[src/rtl/dlte_pkg.sv]
// Shared types and constants of the dense layer training engine.
// No dependencies; the RTL files refer to it by scoped names, the sim files import it.
`default_nettype none
package dlte_pkg;

  localparam int NODE_COUNT = 16;
  localparam int NUM_INPUTS = 32;
  localparam int NODE_W     = $clog2(NODE_COUNT);
  localparam int IN_W       = $clog2(NUM_INPUTS);
  localparam int ADDR_W     = NODE_W + IN_W;
  localparam int DATA_W     = 16;
  localparam int GRAD_W     = 32;
  localparam int ACC_W      = 40;
  localparam int LR_W       = 16;
  localparam int LAMBDA_W   = 15;
  localparam int KIND_W     = 2;
  localparam int CFG_IDX_W  = 2;
  localparam int SLOT_W     = 9;
  localparam int OP_W       = 3;
  localparam int DRAIN_LEN  = 5;
  localparam int DRAIN_W    = $clog2(DRAIN_LEN);
  localparam int LEAK_SLOPE = 655;

  localparam logic [KIND_W-1:0] KIND_LINEAR = 2'd0;
  localparam logic [KIND_W-1:0] KIND_RELU   = 2'd1;

  typedef enum logic [OP_W-1:0] {
    OP_WR_WEIGHT = 3'd0,
    OP_WR_BIAS   = 3'd1,
    OP_LD_INPUT  = 3'd2,
    OP_ACTIVATE  = 3'd3,
    OP_LD_ERROR  = 3'd4,
    OP_BACKPROP  = 3'd5,
    OP_UPDATE    = 3'd6
  } op_e;

  typedef enum logic [CFG_IDX_W-1:0] {
    CFG_LAYER_KIND    = 2'd0,
    CFG_LEARNING_RATE = 2'd1,
    CFG_SHRINK_LAMBDA = 2'd2,
    CFG_LASSO_ENABLE  = 2'd3
  } cfg_e;

  typedef enum logic [2:0] {
    ST_CLEAR,
    ST_IDLE,
    ST_RUN,
    ST_DRAIN,
    ST_EMIT
  } state_e;

  typedef struct packed {
    logic              valid;
    op_e               ph;
    logic              first;
    logic              last;
    logic [NODE_W-1:0] n;
    logic [IN_W-1:0]   i;
  } issue_t;

  typedef struct packed {
    issue_t            issue;
    logic              load_we;
    op_e               load_op;
    logic              clr_we;
    logic [ADDR_W-1:0] clr_addr;
    logic              err_clr;
    logic              emit_we;
    logic [IN_W-1:0]   emit_idx;
    logic              emit_last;
  } cmd_t;

endpackage
`default_nettype wire

[src/rtl/dlte_ctrl.sv]
// Sequencer of the dense layer engine: gradient clearing pass, weight walk,
// pipeline drain and result emission. Depends on dlte_pkg.
`default_nettype none
module dlte_ctrl (
  input  wire logic                            clk_i,
  input  wire logic                            rst_ni,
  input  wire logic                            in_valid_i,
  input  wire logic [dlte_pkg::OP_W-1:0]       in_opcode_i,
  output logic                                 in_ready_o,
  output logic                                 out_valid_o,
  input  wire logic                            out_ready_i,
  output dlte_pkg::cmd_t                       cmd_o
);

  dlte_pkg::state_e state_q, state_d;
  dlte_pkg::op_e    ph_q, ph_d;
  logic [dlte_pkg::ADDR_W-1:0] cnt_q, cnt_d;
  logic [dlte_pkg::IN_W-1:0]   ecnt_q, ecnt_d;
  logic                        out_valid_q, out_valid_d;
  logic                        accept, run_op, cnt_end, drain_end, emit_go, emit_end;
  logic [dlte_pkg::IN_W-1:0]   emit_max;
  dlte_pkg::op_e               req_op;

  assign req_op    = dlte_pkg::op_e'(in_opcode_i);
  assign accept    = (state_q == dlte_pkg::ST_IDLE) && in_valid_i;
  assign run_op    = (req_op == dlte_pkg::OP_ACTIVATE) || (req_op == dlte_pkg::OP_BACKPROP)
                     || (req_op == dlte_pkg::OP_UPDATE);
  assign cnt_end   = (cnt_q == {dlte_pkg::ADDR_W{1'b1}});
  assign drain_end = (cnt_q[dlte_pkg::DRAIN_W-1:0] == dlte_pkg::DRAIN_W'(dlte_pkg::DRAIN_LEN - 1));
  assign emit_max  = (ph_q == dlte_pkg::OP_ACTIVATE) ? dlte_pkg::IN_W'(dlte_pkg::NODE_COUNT - 1)
                                                    : dlte_pkg::IN_W'(dlte_pkg::NUM_INPUTS - 1);
  assign emit_go   = (state_q == dlte_pkg::ST_EMIT) && (!out_valid_q || out_ready_i);
  assign emit_end  = emit_go && (ecnt_q == emit_max);

  // next state
  always_comb begin
    state_d = state_q;
    unique case (state_q)
      dlte_pkg::ST_CLEAR: if (cnt_end) state_d = dlte_pkg::ST_IDLE;
      dlte_pkg::ST_IDLE:  if (accept && run_op) state_d = dlte_pkg::ST_RUN;
      dlte_pkg::ST_RUN:   if (cnt_end) state_d = dlte_pkg::ST_DRAIN;
      dlte_pkg::ST_DRAIN: begin
        if (drain_end) begin
          state_d = (ph_q == dlte_pkg::OP_UPDATE) ? dlte_pkg::ST_IDLE : dlte_pkg::ST_EMIT;
        end
      end
      dlte_pkg::ST_EMIT:  if (emit_end) state_d = dlte_pkg::ST_IDLE;
      default:            state_d = dlte_pkg::ST_IDLE;
    endcase
  end

  // outputs and counters
  always_comb begin
    cmd_o       = '0;
    cnt_d       = cnt_q;
    ecnt_d      = ecnt_q;
    ph_d        = ph_q;
    in_ready_o  = (state_q == dlte_pkg::ST_IDLE);
    out_valid_d = out_ready_i ? 1'b0 : out_valid_q;
    cmd_o.load_op = req_op;
    unique case (state_q)
      dlte_pkg::ST_CLEAR: begin
        cmd_o.clr_we   = 1'b1;
        cmd_o.clr_addr = cnt_q;
        cnt_d          = cnt_q + 1'b1;
      end
      dlte_pkg::ST_IDLE: begin
        cmd_o.load_we = accept && !run_op;
        if (accept && run_op) begin
          ph_d  = req_op;
          cnt_d = '0;
        end
      end
      dlte_pkg::ST_RUN: begin
        cmd_o.issue.valid = 1'b1;
        cmd_o.issue.ph    = ph_q;
        if (ph_q == dlte_pkg::OP_BACKPROP) begin
          // input outer, node inner: one error sum completes per input
          cmd_o.issue.n     = cnt_q[dlte_pkg::NODE_W-1:0];
          cmd_o.issue.i     = cnt_q[dlte_pkg::ADDR_W-1:dlte_pkg::NODE_W];
          cmd_o.issue.first = (cmd_o.issue.n == '0);
          cmd_o.issue.last  = (cmd_o.issue.n == {dlte_pkg::NODE_W{1'b1}});
        end else begin
          cmd_o.issue.n     = cnt_q[dlte_pkg::ADDR_W-1:dlte_pkg::IN_W];
          cmd_o.issue.i     = cnt_q[dlte_pkg::IN_W-1:0];
          cmd_o.issue.first = (cmd_o.issue.i == '0);
          cmd_o.issue.last  = (cmd_o.issue.i == {dlte_pkg::IN_W{1'b1}});
        end
        cnt_d = cnt_q + 1'b1;
      end
      dlte_pkg::ST_DRAIN: begin
        cnt_d = drain_end ? '0 : cnt_q + 1'b1;
        if (drain_end) begin
          ecnt_d        = '0;
          cmd_o.err_clr = (ph_q == dlte_pkg::OP_BACKPROP);
        end
      end
      dlte_pkg::ST_EMIT: begin
        cmd_o.emit_idx  = ecnt_q;
        cmd_o.emit_last = (ecnt_q == emit_max);
        cmd_o.emit_we   = emit_go;
        if (emit_go) begin
          out_valid_d = 1'b1;
          ecnt_d      = ecnt_q + 1'b1;
        end
      end
      default: ;
    endcase
  end

  assign out_valid_o = out_valid_q;

  always_ff @(posedge clk_i or negedge rst_ni) begin
    if (!rst_ni) begin
      state_q     <= dlte_pkg::ST_CLEAR;
      ph_q        <= dlte_pkg::OP_ACTIVATE;
      cnt_q       <= '0;
      ecnt_q      <= '0;
      out_valid_q <= 1'b0;
    end else begin
      state_q     <= state_d;
      ph_q        <= ph_d;
      cnt_q       <= cnt_d;
      ecnt_q      <= ecnt_d;
      out_valid_q <= out_valid_d;
    end
  end

endmodule
`default_nettype wire

[config.mk]
export PLATFORM = sky130hd
export DESIGN_NAME = dlte_ctrl
export DESIGN_NICKNAME = d
export VERILOG_FILES = /design/src/rtl/dlte_pkg.sv /design/src/rtl/dlte_ctrl.sv
export SDC_FILE = /design/constraint.sdc
export NUM_CORES = 1
export LEC_CHECK = 0
export ABC_CLOCK_PERIOD_IN_PS = 5100
export BUFFER_PORTS_ARGS = -buffer_cell sky130_fd_sc_hd__buf_4
export CAP_MARGIN = 10
export CELL_PAD_IN_SITES_DETAIL_PLACEMENT = 1
export CELL_PAD_IN_SITES_GLOBAL_PLACEMENT = 1
export CORE_MARGIN = 4
export CORE_UTILIZATION = 41
export CTS_BUF_LIST = sky130_fd_sc_hd__clkbuf_8 sky130_fd_sc_hd__clkbuf_16
export DETAILED_ROUTE_END_ITERATION = 8
export PLACE_DENSITY_LB_ADDON = 0.1
export SETUP_SLACK_MARGIN = 0.15
export SLEW_MARGIN = 20
export SYNTH_ARGS = -nofsm -noshare
export SYNTH_HDL_FRONTEND = slang
export SYNTH_SLANG_ARGS = --single-unit
[constraint.sdc]
create_clock -name clk_i -period 5.1 [get_ports clk_i]
set_input_delay 1.02 -clock clk_i [delete_from_list [all_inputs] [get_ports clk_i]]
set_output_delay 1.02 -clock clk_i [all_outputs]
set_load 0.02 [all_outputs]
# After elaboration in Yosys (flattened, before gate mapping)
# Cells that the tools add are included.
# totals
register_bits	21
inputBits	7
output_inout_bits	39
wordCells	72
# classes
add_sub_neg	2
n_eq_ne	21
mux	24
reduce_logical	20
# op_table
op	count
$pmux W9 S3	1
$eq A3 B3 Y1 const B	6
$mux W3	6
$mux W9	2
$mux W15	1
$mux W5	3
$pmux W3 S5	1
$eq A3 B2 Y1 const B	4
$mux W11	1
$mux W10	1
$ne A2 B2 Y1 const B	5
$pmux W5 S2	1
$add A9 B1 Y9 const B	1
$eq A9 B9 Y1 const B	1
$mux W7	1
$mux W1	6
$add A5 B1 Y5 const B	1
$eq A5 B5 Y1	1
$eq A5 B5 Y1 const B	1
$logic_and A1 B1 Y1	5
$logic_not A5 Y1	1
$reduce_and A5 Y1	1
$eq A4 B4 Y1 const B	1
$logic_not A4 Y1	1
other kinds (10)	14

# Logic depth before layout (Yosys ltp)
# logic_depth
depth_word	6
mapped_depth	8
depth_no_buf	8

# Worst setup path before layout
# No wires, ideal clock.
# synth_path
path_kind	input to output
start	in in_opcode_i[0] (netlist bit)
end	out cmd_o[21] (netlist bit)
arrival_ns	1.793
required_ns	4.080
setup_slack_ns	2.287
path_stages	5
n_path_buf	1
path_cell_list	buf_2 xor2_1 nand2_1 o21ai_0 nor2_1
# synth_lines
element	line_no	rtl
start: declaration	dlte_ctrl.sv:8	input wire logic [dlte_pkg::OP_W-1:0] in_opcode_i,
end: declaration	dlte_ctrl.sv:12	output dlte_pkg::cmd_t cmd_o

==> flow_metrics.tcl <==
set metrics [dict create \
    crit_start "state_q[1]$_DFFE_PN0P_" \
    top_level_ports 46 \
    synth_common_cells "nor2_1, dfrtp_1, and2_1, nand2_1, a21oi_1" \
    syn_area_per_cell_um2 8.48 \
    cts_sinks 21 \
    dpl-instance-area_um2 1900 \
    synth_edf_count 0 \
    use_met3_pct 3.60 \
    drtPass1Iterations 4 \
    swShare_pct 47.5 \
    grt_pass1_wl_mm 7.40 \
    rrSetupSlack_ns 2.94 \
    ys_seq_area_share_pct 33.1 \
    ctsHoldBuffers 0 \
    synthDistinctLibCells 43 \
    worstPathArrival_ns 2.09 \
    period_needed_ns 3.11 \
    dpl.hpwl_mm 3.29 \
    reg2regPathDepth 8 \
    antenna_cells 0 \
    async_flop_share_pct 100 \
    cp-end-kind "output port" \
    vias 1519 \
    pwr-share-seq_pct 34.7 \
    cts_made_buffers 3 \
    final_cell_area_um2 1960 \
    finalHoldViolCount 0 \
    slew_headroom_pct 30.7 \
    antenna_violating_nets_post_route 0 \
    p_leak_uw 0.00101 \
    crit_type "reg -> out" \
    p_int_uw 497 \
    antenna_found_initial 0 \
    wl_per_cell_um 16.3 \
    worstSkewPairLatency_ns 0.26 \
    worstPathRequired_ns 4.08 \
    cp-endpoint "cmd_o[16]" \
    grtUsageMet1_pct 25.0 \
    fmax_ghz 0.321 \
    finalWirelength_mm 4.41 \
    tightest_slew_ns 1.03 \
    slew_viol_final 0 \
    top_usage_layer "met2" \
    crit_fanout 14 \
    synth.top_cell.area_share_pct 29.8 \
    cts_tree "done" \
    rows 22 \
    cp-start-kind "flip-flop" \
    clock_power_share_pct 11.7 \
    pwr-share-comb_pct 53.6 \
    gr-usage-met2_pct 29.2 \
    powerDensity_nw_per_um2 484 \
    track_usage_pct 18.1 \
    ir_drop_uv 239 \
    vias_per_cell 5.61 \
    ys_top_cells_by_area "dfrtp_1, and2_1, nor2_1, mux2i_1, ha_1" \
    outcome "completed" \
    fin_crit_sh_pct 61.1 \
    nNetsFinal 236 \
    synth-seq-cells 21 \
    layout-drive-gt1-share_pct 26.9 \
    syn_to_final_growth_pct 22.7 \
    finalClockSkew_ns 0.00498 \
    dieArea_um2 4950 \
    initial_core_util_pct 42.9 \
    ctsRootBufferMaster "clkbuf_8" \
    core-area_um2 3720 \
    place_congestion 0.764 \
    cap_violations 0 \
    synth-main-ff-cell "dfrtp_1" \
    r2r_start "cnt_q[0]$_DFFE_PN0P_" \
    syn_area_um2 1590 \
    ctsResizeCount 0 \
    die_w_um 70.4 \
    die_y_um 70.4 \
    post_cts_buffers 0 \
    drc_errors 0 \
    grt_setup_unrepaired "no" \
    synth.most_common_cell "nor2_1" \
    htree_levels 1 \
    synth_largest_area_cell "dfrtp_1" \
    yosysWarnings 0 \
    io_buffers 45 \
    grt_max_degree 22 \
    setup_tns_ns 0 \
    path_clk_slew_ns 0.08 \
    synth_nets 200 \
    grt_pass1_vias 1466 \
    min_path_type "reg -> reg" \
    p_sw_uw 450 \
    rr_endpoint "state_q[0]$_DFFE_PN0P_" \
    clk_path_buf_depth 2 \
    drt_iter0_drc 67 \
    overflow 0 \
    setup_violations 0 \
    syn_inst 188 \
]
[how the worst min path moves through the flow]
stage / start / to / slack [ns] / depth (start not counted)
2_1_floorplan: ecnt_q[4]$_DFFE_PN0P_ / ecnt_q[4]$_DFFE_PN0P_ / 0.48 / 1
3_3_place_gp: ecnt_q[4]$_DFFE_PN0P_ / ecnt_q[4]$_DFFE_PN0P_ / 0.50 / 1
3_5_place_dp: ecnt_q[4]$_DFFE_PN0P_ / ecnt_q[4]$_DFFE_PN0P_ / 0.52 / 1
4_1_cts: ecnt_q[4]$_DFFE_PN0P_ / ecnt_q[4]$_DFFE_PN0P_ / 0.55 / 1
5_1_grt: ecnt_q[4]$_DFFE_PN0P_ / ecnt_q[4]$_DFFE_PN0P_ / 0.57 / 1
6_report: ecnt_q[4]$_DFFE_PN0P_ / ecnt_q[4]$_DFFE_PN0P_ / 0.56 / 1
[area by class of cell]
| cell class | instances | area, um2 |
|---|---|---|
| fillers | 468 | 1760 |
| clock inverters | 1 | 5.00 |
| multi-input cells | 149 | 968 |
| repair buffers | 45 | 338 |
| clock buffers | 3 | 41.3 |
| well taps | 48 | 60.1 |
| inverters | 4 | 15.0 |
| flip-flops and latches | 21 | 528 |
[flip-flops by register name, summed over array words and instances, names as in the netlist]
name / flops
ecnt_q: 5
state_q: 3
cnt_q: 9
ph_q: 3
out_valid_o: 1
[kinds of logic after synthesis]
logic type | share of synthesized area (%)
AOI/OAI and AO/OA | 17.6
xor gates and xnor gates | 1.65
adders and majority gates | 3.92
DFF | 33.1
muxes | 6.51
and+or+nand+nor | 30.8
buffers and inverters | 6.44
[worst max-delay path: stages (launching register included)]
cell and delay (ns):
dfrtp_1 0.53, nor3_1 0.89, and2_1 0.25, buf_4 0.15
[routing by layer]
layer / up-vias / wire length [um]
li1: 734 / -
met1: 743 / 2110
met2: 38 / 2060
met3: 4 / 205
met4: 0 / 29
met5: - / 0
[power groups by stage]
stage	clock (uW)	combinational [uW]	sequential [uW]
3_5_place_dp	0	507	329
4_1_cts	114	510	325
5_1_grt	121	553	342
3_3_place_gp	0	489	318
2_1_floorplan	0	396	275
6_report	111	507	329
[cell usage in the layout (no fill, tap or decap), types with 3 or more instances in the layout]
cell	n
a21oi_1	10
nor2_1	26
nand3_1	8
clkbuf_8	3
dfrtp_1	19
inv_1	4
buf_4	45
a221o_1	3
nand2_1	14
mux2_2	3
ha_1	5
and3_1	9
o21ai_0	9
mux2i_1	7
a22o_1	4
and2_1	16
o21a_1	3
nand3b_1	3
[metrics by stage]
stage	utilization [%]	instances	setup slack [ns]	total power [uW]	hold slack [ns]
after floorplan	-	188	2.29	670	0.481
after global placement	51.2	267	2.32	807	0.501
after detailed placement	51.2	267	2.21	836	0.523
after CTS	52.5	271	1.91	949	0.548
after global routing	52.6	271	1.81	1020	0.569
final	52.6	271	1.99	947	0.555
No activity file was read; power rests on OpenSTA's default activity.
